### src/design/lpmd_pkg.sv
`default_nettype none
package lpmd_pkg;

	// Frame limits and size rules
	localparam logic [20:0] LIMIT_CAP      = 21'd1048576;
	localparam logic [20:0] REQUEST_SIZE   = 21'd12;
	localparam logic [20:0] HAVE_SIZE      = 21'd4;
	localparam logic [20:0] PIECE_MIN_SIZE = 21'd8;
	localparam logic [19:0] WORD_BYTES     = 20'd12;

	// Peer-wire message type numbers
	localparam logic [7:0] TYPE_HAVE    = 8'd4;
	localparam logic [7:0] TYPE_REQUEST = 8'd6;
	localparam logic [7:0] TYPE_PIECE   = 8'd7;

	// Event codes, as carried on the result tuser
	localparam logic [1:0] EV_KEEPALIVE = 2'd0;
	localparam logic [1:0] EV_HEADER    = 2'd1;
	localparam logic [1:0] EV_PAYLOAD   = 2'd2;
	localparam logic [1:0] EV_OVERSIZE  = 2'd3;

	// Classified beat passed from the front end to the back end
	typedef struct packed {
		logic [1:0]  kind;
		logic        last;
		logic [7:0]  data;
		logic [20:0] length;
		logic [19:0] offset;
	} lpmd_cmd_t;

endpackage
`default_nettype wire

### src/design/length_prefixed_message_deframer_top.sv
// A result passes through the queue and then the output register before it shows on m_axis.
// Throughput: one byte per cycle, sustained while the result side keeps taking beats.
// A two-entry queue between byte classification and result forming absorbs stalls.
// Reset: arst_n low clears all control state and sets the frame limit to 1048576.
// After an oversize error the block drops every byte until the next reset.
`default_nettype none
module length_prefixed_message_deframer_top (
	input  wire           clk,
	input  wire           arst_n,
	input  wire           cfg_wen,
	input  wire  [20:0]   cfg_wdata,
	input  wire           s_axis_tvalid,
	output logic          s_axis_tready,
	input  wire  [7:0]    s_axis_tdata,   // [7:0] data_byte
	output logic          m_axis_tvalid,
	input  wire           m_axis_tready,
	output logic [159:0]  m_axis_tdata,   // msg_type, frame_length, byte_offset,
	                                      // payload_byte, word_first, word_second,
	                                      // word_third, size_ok, zero fill
	output logic [1:0]    m_axis_tuser,   // [1:0] event_res
	output logic          m_axis_tlast    // last
);
	import lpmd_pkg::*;

	logic       push;
	lpmd_cmd_t  push_cmd;
	logic       q_full;
	logic       q_empty;
	logic       pop;
	lpmd_cmd_t  head_cmd;

	logic [7:0]  o_type;
	logic [20:0] o_length;
	logic [19:0] o_offset;
	logic [7:0]  o_byte;
	logic [31:0] o_word0;
	logic [31:0] o_word1;
	logic [31:0] o_word2;
	logic        o_size_ok;

	lpmd_front u_front (
		.clk       (clk),
		.arst_n    (arst_n),
		.cfg_wen   (cfg_wen),
		.cfg_wdata (cfg_wdata),
		.in_valid  (s_axis_tvalid),
		.in_ready  (s_axis_tready),
		.in_byte   (s_axis_tdata),
		.push      (push),
		.push_cmd  (push_cmd),
		.q_full    (q_full)
	);

	lpmd_queue u_queue (
		.clk      (clk),
		.arst_n   (arst_n),
		.push     (push),
		.push_cmd (push_cmd),
		.full     (q_full),
		.pop      (pop),
		.empty    (q_empty),
		.head_cmd (head_cmd)
	);

	lpmd_back u_back (
		.clk         (clk),
		.arst_n      (arst_n),
		.q_empty     (q_empty),
		.head_cmd    (head_cmd),
		.pop         (pop),
		.out_valid   (m_axis_tvalid),
		.out_ready   (m_axis_tready),
		.out_event   (m_axis_tuser),
		.out_last    (m_axis_tlast),
		.out_type    (o_type),
		.out_length  (o_length),
		.out_offset  (o_offset),
		.out_byte    (o_byte),
		.out_word0   (o_word0),
		.out_word1   (o_word1),
		.out_word2   (o_word2),
		.out_size_ok (o_size_ok)
	);

	// Pack result fields, first field lowest
	assign m_axis_tdata = {6'd0, o_size_ok, o_word2, o_word1, o_word0,
		o_byte, o_offset, o_length, o_type};

endmodule
`default_nettype wire

### src/design/lpmd_front.sv
`default_nettype none
module lpmd_front (
	input  wire                    clk,
	input  wire                    arst_n,
	input  wire                    cfg_wen,
	input  wire  [20:0]            cfg_wdata,
	input  wire                    in_valid,
	output logic                   in_ready,
	input  wire  [7:0]             in_byte,
	output logic                   push,
	output lpmd_pkg::lpmd_cmd_t    push_cmd,
	input  wire                    q_full
);
	import lpmd_pkg::*;

	localparam logic [1:0] PH_LENGTH  = 2'd0;
	localparam logic [1:0] PH_TYPE    = 2'd1;
	localparam logic [1:0] PH_PAYLOAD = 2'd2;
	localparam logic [1:0] PH_HALTED  = 2'd3;

	logic [1:0]  phase_q;
	logic [23:0] shift_q;
	logic [1:0]  count_q;
	logic [20:0] len_q;
	logic [19:0] pos_q;
	logic [20:0] limit_q;

	logic        take;
	logic [31:0] full_len;
	logic [20:0] limit_eff;
	logic        pay_last;

	assign in_ready  = !q_full;
	assign take      = in_valid && in_ready;
	assign full_len  = {shift_q, in_byte};
	assign limit_eff = (limit_q > LIMIT_CAP) ? LIMIT_CAP : limit_q;
	assign pay_last  = ({1'b0, pos_q} + 21'd2) >= len_q;

	// Classify the accepted beat
	always_comb begin
		push     = 1'b0;
		push_cmd = '0;
		if (take) begin
			unique case (phase_q)
				PH_LENGTH: begin
					if (count_q == 2'd3) begin
						if (full_len == 32'd0) begin
							push          = 1'b1;
							push_cmd.kind = EV_KEEPALIVE;
							push_cmd.last = 1'b1;
						end else if (full_len > {11'd0, limit_eff}) begin
							push          = 1'b1;
							push_cmd.kind = EV_OVERSIZE;
						end
					end
				end
				PH_TYPE: begin
					push            = 1'b1;
					push_cmd.kind   = EV_HEADER;
					push_cmd.data   = in_byte;
					push_cmd.length = len_q;
					push_cmd.last   = (len_q <= 21'd1);
				end
				PH_PAYLOAD: begin
					push            = 1'b1;
					push_cmd.kind   = EV_PAYLOAD;
					push_cmd.data   = in_byte;
					push_cmd.length = len_q;
					push_cmd.offset = pos_q;
					push_cmd.last   = pay_last;
				end
				PH_HALTED: begin
					push = 1'b0;
				end
				default: begin
					push = 1'b0;
				end
			endcase
		end
	end

	// Limit register
	always_ff @(posedge clk or negedge arst_n) begin
		if (!arst_n) begin
			limit_q <= LIMIT_CAP;
		end else if (cfg_wen) begin
			limit_q <= cfg_wdata;
		end
	end

	// Frame tracking
	always_ff @(posedge clk or negedge arst_n) begin
		if (!arst_n) begin
			phase_q <= PH_LENGTH;
			shift_q <= '0;
			count_q <= '0;
			len_q   <= '0;
			pos_q   <= '0;
		end else if (take) begin
			unique case (phase_q)
				PH_LENGTH: begin
					if (count_q != 2'd3) begin
						shift_q <= full_len[23:0];
						count_q <= count_q + 2'd1;
					end else begin
						shift_q <= '0;
						count_q <= '0;
						if (full_len == 32'd0) begin
							phase_q <= PH_LENGTH;
						end else if (full_len > {11'd0, limit_eff}) begin
							phase_q <= PH_HALTED;
						end else begin
							len_q   <= full_len[20:0];
							phase_q <= PH_TYPE;
						end
					end
				end
				PH_TYPE: begin
					pos_q   <= '0;
					phase_q <= (len_q <= 21'd1) ? PH_LENGTH : PH_PAYLOAD;
				end
				PH_PAYLOAD: begin
					if (pay_last) begin
						pos_q   <= '0;
						phase_q <= PH_LENGTH;
					end else begin
						pos_q <= pos_q + 20'd1;
					end
				end
				PH_HALTED: begin
					phase_q <= PH_HALTED;
				end
				default: begin
					phase_q <= PH_LENGTH;
				end
			endcase
		end
	end

endmodule
`default_nettype wire

### src/design/lpmd_queue.sv
`default_nettype none
module lpmd_queue (
	input  wire                    clk,
	input  wire                    arst_n,
	input  wire                    push,
	input  lpmd_pkg::lpmd_cmd_t    push_cmd,
	output logic                   full,
	input  wire                    pop,
	output logic                   empty,
	output lpmd_pkg::lpmd_cmd_t    head_cmd
);
	import lpmd_pkg::*;

	lpmd_cmd_t  entry_q [2];
	logic       wr_ptr_q;
	logic       rd_ptr_q;
	logic [1:0] count_q;

	assign full     = (count_q == 2'd2);
	assign empty    = (count_q == 2'd0);
	assign head_cmd = entry_q[rd_ptr_q];

	// Two-entry storage
	always_ff @(posedge clk) begin
		if (push) begin
			entry_q[wr_ptr_q] <= push_cmd;
		end
	end

	// Pointers and fill count
	always_ff @(posedge clk or negedge arst_n) begin
		if (!arst_n) begin
			wr_ptr_q <= 1'b0;
			rd_ptr_q <= 1'b0;
			count_q  <= '0;
		end else begin
			if (push) begin
				wr_ptr_q <= !wr_ptr_q;
			end
			if (pop) begin
				rd_ptr_q <= !rd_ptr_q;
			end
			if (push && !pop) begin
				count_q <= count_q + 2'd1;
			end else if (pop && !push) begin
				count_q <= count_q - 2'd1;
			end
		end
	end

endmodule
`default_nettype wire

### src/design/lpmd_back.sv
`default_nettype none
module lpmd_back (
	input  wire                    clk,
	input  wire                    arst_n,
	input  wire                    q_empty,
	input  lpmd_pkg::lpmd_cmd_t    head_cmd,
	output logic                   pop,
	output logic                   out_valid,
	input  wire                    out_ready,
	output logic [1:0]             out_event,
	output logic                   out_last,
	output logic [7:0]             out_type,
	output logic [20:0]            out_length,
	output logic [19:0]            out_offset,
	output logic [7:0]             out_byte,
	output logic [31:0]            out_word0,
	output logic [31:0]            out_word1,
	output logic [31:0]            out_word2,
	output logic                   out_size_ok
);
	import lpmd_pkg::*;

	logic        valid_q;
	logic [7:0]  type_q;
	logic [31:0] words_q [3];

	logic [31:0] words_nx [3];
	logic [7:0]  eff_type;
	logic [20:0] pay_size;
	logic        rule_ok;

	assign out_valid = valid_q;
	assign pop       = !q_empty && (!valid_q || out_ready);
	assign eff_type  = (head_cmd.kind == EV_HEADER) ? head_cmd.data : type_q;
	assign pay_size  = head_cmd.length - 21'd1;

	// Size rule per message type
	always_comb begin
		case (eff_type)
			TYPE_REQUEST: rule_ok = (pay_size == REQUEST_SIZE);
			TYPE_HAVE:    rule_ok = (pay_size == HAVE_SIZE);
			TYPE_PIECE:   rule_ok = (pay_size >= PIECE_MIN_SIZE);
			default:      rule_ok = 1'b1;
		endcase
	end

	// Word capture: header clears, early payload bytes land big-endian
	always_comb begin
		for (int w = 0; w < 3; w++) begin
			if (head_cmd.kind == EV_HEADER) begin
				words_nx[w] = '0;
			end else begin
				words_nx[w] = words_q[w];
				for (int l = 0; l < 4; l++) begin
					if (head_cmd.kind == EV_PAYLOAD && head_cmd.offset < WORD_BYTES &&
						head_cmd.offset[3:2] == 2'(w) &&
						head_cmd.offset[1:0] == 2'(3 - l)) begin
						words_nx[w][8*l +: 8] = head_cmd.data;
					end
				end
			end
		end
	end

	// Frame context
	always_ff @(posedge clk or negedge arst_n) begin
		if (!arst_n) begin
			type_q     <= '0;
			words_q[0] <= '0;
			words_q[1] <= '0;
			words_q[2] <= '0;
		end else if (pop) begin
			if (head_cmd.kind == EV_HEADER) begin
				type_q <= head_cmd.data;
			end
			words_q[0] <= words_nx[0];
			words_q[1] <= words_nx[1];
			words_q[2] <= words_nx[2];
		end
	end

	// Output register valid
	always_ff @(posedge clk or negedge arst_n) begin
		if (!arst_n) begin
			valid_q <= 1'b0;
		end else if (pop) begin
			valid_q <= 1'b1;
		end else if (out_ready) begin
			valid_q <= 1'b0;
		end
	end

	// Output register payload
	always_ff @(posedge clk) begin
		if (pop) begin
			out_event   <= head_cmd.kind;
			out_last    <= head_cmd.last;
			out_type    <= '0;
			out_length  <= '0;
			out_offset  <= '0;
			out_byte    <= '0;
			out_word0   <= '0;
			out_word1   <= '0;
			out_word2   <= '0;
			out_size_ok <= 1'b0;
			if (head_cmd.kind == EV_HEADER || head_cmd.kind == EV_PAYLOAD) begin
				out_type   <= eff_type;
				out_length <= head_cmd.length;
				if (head_cmd.kind == EV_PAYLOAD) begin
					out_offset <= head_cmd.offset;
					out_byte   <= head_cmd.data;
				end
				if (head_cmd.last) begin
					out_word0   <= words_nx[0];
					out_word1   <= words_nx[1];
					out_word2   <= words_nx[2];
					out_size_ok <= rule_ok;
				end
			end
		end
	end

endmodule
`default_nettype wire
### config.mk
export PLATFORM = sky130hd
export DESIGN_NAME = length_prefixed_message_deframer_top
export DESIGN_NICKNAME = d
export VERILOG_FILES = /design/src/design/lpmd_pkg.sv /design/src/design/length_prefixed_message_deframer_top.sv /design/src/design/lpmd_front.sv /design/src/design/lpmd_queue.sv /design/src/design/lpmd_back.sv
export SDC_FILE = /design/constraint.sdc
export NUM_CORES = 1
export LEC_CHECK = 0
export BUFFER_PORTS_ARGS = -buffer_cell sky130_fd_sc_hd__buf_2
export CORE_UTILIZATION = 50
export DETAILED_ROUTE_END_ITERATION = 8
export GPL_ROUTABILITY_DRIVEN = 0
export GPL_TIMING_DRIVEN = 0
export PLACE_DENSITY_LB_ADDON = 0.2
export RECOVER_POWER = 100
export SYNTH_ARGS = -nofsm -noshare
export SYNTH_HDL_FRONTEND = slang
export SYNTH_HIERARCHICAL = 1
export SYNTH_SLANG_ARGS = --single-unit
### constraint.sdc
create_clock -name clk -period 12.98 [get_ports clk]
set_input_delay 1.298 -clock clk [delete_from_list [all_inputs] [get_ports clk]]
set_output_delay 1.298 -clock clk [all_outputs]
set_load 0.01 [all_outputs]
* Yosys cells after proc, flatten, opt, wreduce, memory -nomap -nowiden
Memory sizes are Yosys's and may differ from the RTL's.
Cells that the tools add are included.
** Storage, ports and cells
- Flip-flop bits (word level) :: 356
- Bits in latches :: 0
- Memory bits (writable) :: 104
- Bits in read-only memories :: 0
- Input port bits :: 34
- Output and inout port bits :: 165
- Word-level logic and storage cells :: 151
- Memories kept :: 1
** Memories
- u_queue.entry_q :: words 2, bits a word 52, rd ports 1, clocked after Yosys merged registers in 0, write ports 1, line lpmd_queue.sv:14 : lpmd_cmd_t entry_q [2];
** Operators by class
- Add/subtract/negate cells :: 6
- $mul :: 0
- Divide/modulo/power cells :: 0
- Order comparisons :: 6
- Equality and inequality tests :: 20
- Shifts and indexed selects :: 0
- Multiplexer cells :: 47
- Bitwise logic cells :: 3
- Reductions and logical operators :: 44
** Operators with widths (count)
- two-way mux 8 bit :: 13
- two-way mux 32 bit :: 3
- two-way mux 52 bit :: 1
- two-way mux 20 bit :: 2
- case mux 20 bit (2 select lines) :: 1
- greater-than comparator 32 x 21 -> 1 bit :: 1
- logical NOT 32 bit :: 1
- two-way mux 29 bit :: 1
- == test 8 x 3 -> 1 bit, second input constant :: 3
- two-way mux 24 bit :: 1
- adder 20 x 2 -> 21 bit, second input constant :: 1
- == test 21 x 3 -> 1 bit, second input constant :: 1
- == test 21 x 4 -> 1 bit, second input constant :: 1
- >= comparator 21 bit :: 1
- >= comparator 21 x 4 -> 1 bit, second input constant :: 1
- greater-than comparator 21 bit, second input constant :: 1
- less-or-equal comparator 21 x 1 -> 1 bit, second input constant :: 1
- two-way mux 21 bit :: 1
- subtractor 21 x 1 -> 21 bit, second input constant :: 1
- adder 20 x 1 -> 20 bit, second input constant :: 1
- logical AND 1 bit :: 20
- less-than comparator 20 x 4 -> 1 bit, second input constant :: 1
- two-way mux 2 bit :: 10
- == test 2 bit, second input constant :: 8
- other kinds (19) :: 50

* Depth between registers and ports, before layout
- Depth in word-level cells :: 12
- Gate-level depth with buffers :: 15
- Gate-level depth less buffers :: 15

* Hierarchy
Netlist, hierarchy kept.
** Modules (own cells, without submodules)
- lpmd_back :: times used 1, cells an instance 983, area an instance 11862.6 um2, sequential area each 7342.0 um2
- lpmd_front :: times used 1, cells an instance 641, area an instance 5826.8 um2, sequential area each 2253.4 um2
- lpmd_queue :: times used 1, cells an instance 178, area an instance 4190.3 um2, sequential area each 3223.1 um2
- length_prefixed_message_deframer_top :: times used 1, cells an instance 8, area an instance 56.3 um2, sequential area each 0.0 um2

* Worst setup path after synthesis
No wires, ideal clock.
- Kind :: input-to-reg
- Start :: input port m_axis_tready
- End :: register u_back.type_q[0]
- Setup time :: 127 ps
- Arrival :: 6350 ps
- Required time :: 12853 ps
- Slack :: 6504 ps
- Cell stages on the path :: 7
- Path buffers :: 2
- Cell sequence :: nand2b_1 -> nand2b_1 -> buf_1 -> clkbuf_1 -> inv_1 -> nand2_1 -> mux2_2
** Between the ends
- Longest elaborated chain between the ends :: 2
** Ends and longest elaborated chain
- from (decl) :: line length_prefixed_message_deframer_top.sv:16 : input wire m_axis_tready,
- logical OR 1 bit :: line lpmd_back.sv:33 : assign pop = !q_empty && (!valid_q || out_ready);
- logical AND 1 bit :: line lpmd_back.sv:33
- net pop :: line length_prefixed_message_deframer_top.sv:29 : logic pop;
- to (signal assigned) :: line lpmd_back.sv:74 : type_q <= head_cmd.data;
- to (decl) :: line lpmd_back.sv:24 : logic [7:0] type_q;
The timed path passes the listed nets, and every way through them passes these cells.
A chain may end at the register's enable or synchronous reset.

* Worst setup path after layout
- Start :: register u_front.limit_q[15]
- End :: memory u_queue/entry_q[0][37] (netlist name), enable pin
** Between the ends
- Longest elaborated chain between the ends :: 10
** Ends and longest elaborated chain
- from (decl) :: line lpmd_front.sv:26 : logic [20:0] limit_q;
- from (signal assigned) :: line lpmd_front.sv:87 : limit_q <= cfg_wdata;
- greater-than comparator 21 bit :: line lpmd_front.sv:36 : assign limit_eff = (limit_q > LIMIT_CAP) ? LIMIT_CAP : limit_q;
- two-way mux 21 bit * :: line lpmd_front.sv:36
- greater-than comparator 32 x 21 -> 1 bit * :: line lpmd_front.sv:51 : end else if (full_len > {11'd0, limit_eff}) begin
- two-way mux 1 bit * :: line lpmd_front.sv:51
- two-way mux 1 bit * :: line lpmd_front.sv:47 : if (full_len == 32'd0) begin
- two-way mux 1 bit * :: line lpmd_front.sv:46 : if (count_q == 2'd3) begin
- case mux 1 bit (3 select lines) * :: line lpmd_front.sv:44 : unique case (phase_q)
- two-way mux 1 bit * :: line lpmd_front.sv:43 : if (take) begin
- net push :: line length_prefixed_message_deframer_top.sv:25 : logic push;
- two-way mux 1 bit * :: line lpmd_queue.sv:25 : if (push) begin
- two-way mux 1 bit (not written as such) * :: line lpmd_queue.sv:26 : entry_q[wr_ptr_q] <= push_cmd;
- to (decl) :: line lpmd_queue.sv:14
Mark *: on every way through the listed nets, which the timed path passes. The rest lies on a longest branch.

==> results.tsv <==
metric	value	unit
port_buffers	192	
reg2reg_from	u_front/limit_q[15]	
fin_ws	5630	ps
worst-slew-pin-transition	4810	ps
syn2layout_area_growth	14.2	%
tns	0	ps
hold_start	u_queue/count_q[1]	
final_util	58.0	%
slew_viol_final	271	
violations	max-capacitance violations, max-slew violations	
final_cell_mix	clkbuf_1, edfxtp_1, nand2_1	
skew	19.6	ps
drive_gt1_share	11.2	%
route.detailed.drc	0	
grt_pass1_wl	88.1	mm
r2r_cells	12	
ctsResizeCount	0	
max_stage_delay	1900	ps
ios	199	
hold_class	flip-flop to flip-flop	
grt_overflow_total	0	
p_leak	9.57	nW
yosysWarnings	6	
numCtsBuffers	50	
internal_power	3.90	mW
ys_top_cells_by_area	edfxtp_1, dfrtp_1, mux2_4	
cts_buffer_depth	3	
initial_core_util	50.8	%
synth-main-ff-cell	edfxtp_1	
dieArea	44700	um^2
die_x	211	um
slew_headroom	-221	%
critical_path_class	flip-flop to flip-flop	
p_sw	2.25	mW
first_global_vias	15600	
path_cells	nor4_1 -> nand3_1 -> o21ai_0 -> nand2_1 -> ha_1 -> nand4_1 -> a2111oi_0 -> or4_1 -> nand2_1 -> a211oi_1 -> nor2b_1 -> clkbuf_1	
wl	56.8	mm
fin_crit_sh	56.6	%
startpoint	u_front/limit_q[15]	
required	13160	ps
netlist_area	21900	um^2
slowest_stage	nor2b_1	
core_area	43200	um^2
ys_types	62	
synth_top_area_cell	edfxtp_1	
cap_violations	8	
nets	2156	
power.total	6.15	mW
rsz0062_at_grt	false	
start_kind	flip-flop	
final_common_cell	clkbuf_1	
avgSynthCellArea	12.1	um^2
arrival	7530	ps
vias_per_cell	5.77	
synth_top_area_share	35.7	%
num_rows	76	
post-dp-hpwl	39.5	mm
clock_latency	590	ps
dp_slack	7970	ps
rrSetupSlack	5630	ps
htreeDepth	2	
root_buffer	clkbuf_16	
final_hold_viol_count	0	
power_density	245	nW/um^2
p_seq_share	39.8	%
wl_per_cell	21.1	um
finalCriticalPeriod	7350	ps
drt_iter0_drc	1446	
grt_max_degree	116	
endpoint_kind	flip-flop	
nFillCells	3751	
synthCells	1810	
diodes	0	
yosysSeqAreaShare	58.4	%
p_clk_share	24.6	%
cts_tree	yes	
crit_top_cell	nand2_1	
ant_nets	0	
antenna_found_initial	0	
cts_sinks	460	
synth_seq_cells	460	
setup_viol	0	
comb_power_share	35.6	%
vias	15600	
crit_fanout	28	
post_cts.repair.setup_buffers	0	
cp-endpoint	u_queue/entry_q[0][37]	
firstDrtPassIters	6	
clk_pin_slew	60	ps
run_status	finished with violations	
postCtsHoldBufs	0	
synthArstFlopShare	43.3	%
synth-edff-count	261	
fmaxAchievable	136	MHz
swShare	36.6	%
track_usage	25.7	%
r2r-end	u_queue/entry_q[0][37]	
fp.dieH	211	um
peakVddDrop	151	uV
logic make-up (layout without fill, tap and decap cells):
family / Yosys count / count (layout) / share of synthesized area, %
muxes: 153 / 153 / 8.75
buffers and inverters: 176 / 471 / 3.84
other: 1 / 6 / 0.0171
AOI/OAI and AO/OA: 284 / 284 / 9.07
adders and majority gates: 54 / 54 / 3.08
and+or+nand+nor: 655 / 655 / 15.7
xor gates and xnor gates: 27 / 27 / 1.08
DFF: 460 / 460 / 58.4
registers in the layout, summed over array words and instances (netlist names), 20 cells and up:
name / flops
u_queue/entry_q: 104
u_back/words_q: 96
u_back/out_word0: 32
u_back/out_word1: 32
u_back/out_word2: 32
u_front/shift_q: 24
u_back/out_length: 21
u_front/len_q: 21
u_front/limit_q: 21
u_back/out_offset: 20
u_front/pos_q: 20
power by group through the flow:
stage               Combinational [mW]  Sequential, mW  Clock, mW
finish                            2.19            2.45       1.51
global route                      2.38            2.50       1.60
CTS                               2.30            2.43       1.54
detailed placement                2.28            2.45          0
global placement                  2.19            2.48          0
floorplan                         1.41            2.49          0
worst min-delay path by stage:
stage,to,slack (ps),depth (start not counted)
3_3_place_gp,u_queue/wr_ptr_q,470,1
4_1_cts,u_queue/count_q[1],490,1
3_5_place_dp,u_queue/count_q[1],480,1
5_1_grt,u_queue/count_q[1],510,1
6_report,u_queue/count_q[1],480,1
2_1_floorplan,u_front/shift_q[22],450,2
worst max-delay path: cells and delay by family, from the launching register on:
kind | cells | cell delay [ps]
AOI/OAI and AO/OA | 3 | 1760
adders and majority gates | 1 | 340
and+or+nand+nor | 7 | 3180
DFF | 1 | 400
buffers and inverters | 1 | 1240
layout make-up:
class | instances | area (um^2) | share of cell area, %
Multi-Input combinational cell | 1179 | 8090 | 32.3
Buffer | 131 | 592 | 2.36
Clock inverter | 19 | 280 | 1.12
Sequential cell | 460 | 12800 | 51.2
Tap cell | 585 | 732 | 2.92
Timing Repair Buffer | 201 | 877 | 3.50
Inverter | 45 | 170 | 0.679
Clock buffer | 75 | 1500 | 5.99
synthesized netlist by cell type, types with 26 or more instances:
library cell	number
inv_1	45
nor4_1	31
mux2i_1	50
nor2_1	97
clkbuf_1	85
and2_1	39
ha_1	54
mux2_2	34
mux2_4	69
nor3_1	26
o21ai_0	61
nand2_1	249
edfxtp_1	261
nor3b_1	81
a21oi_1	72
dfrtp_1	198
nor2b_1	30
a221o_1	73
metal layers:
layer | part of all wire (%) | wire length (um) | track usage, % | vias to the layer above
met5 | 0 | 0 | 0 | -
met4 | 4.1 | 2320 | 11.0 | 0
met3 | 6.5 | 3720 | 4.02 | 165
met2 | 49 | 27800 | 43.0 | 621
met1 | 40 | 23000 | 33.2 | 7621
li1 | - | - | - | 7146
through the flow:
step	hold slack [ps]	area (um^2)	instances
floorplan	450	22000	1815
global placement	468	23600	2592
detailed placement	476	23900	2601
CTS	487	25600	2695
global route	512	25100	2695
finish	484	25100	2695
Note: power is estimated with default switching activity, not from simulation.
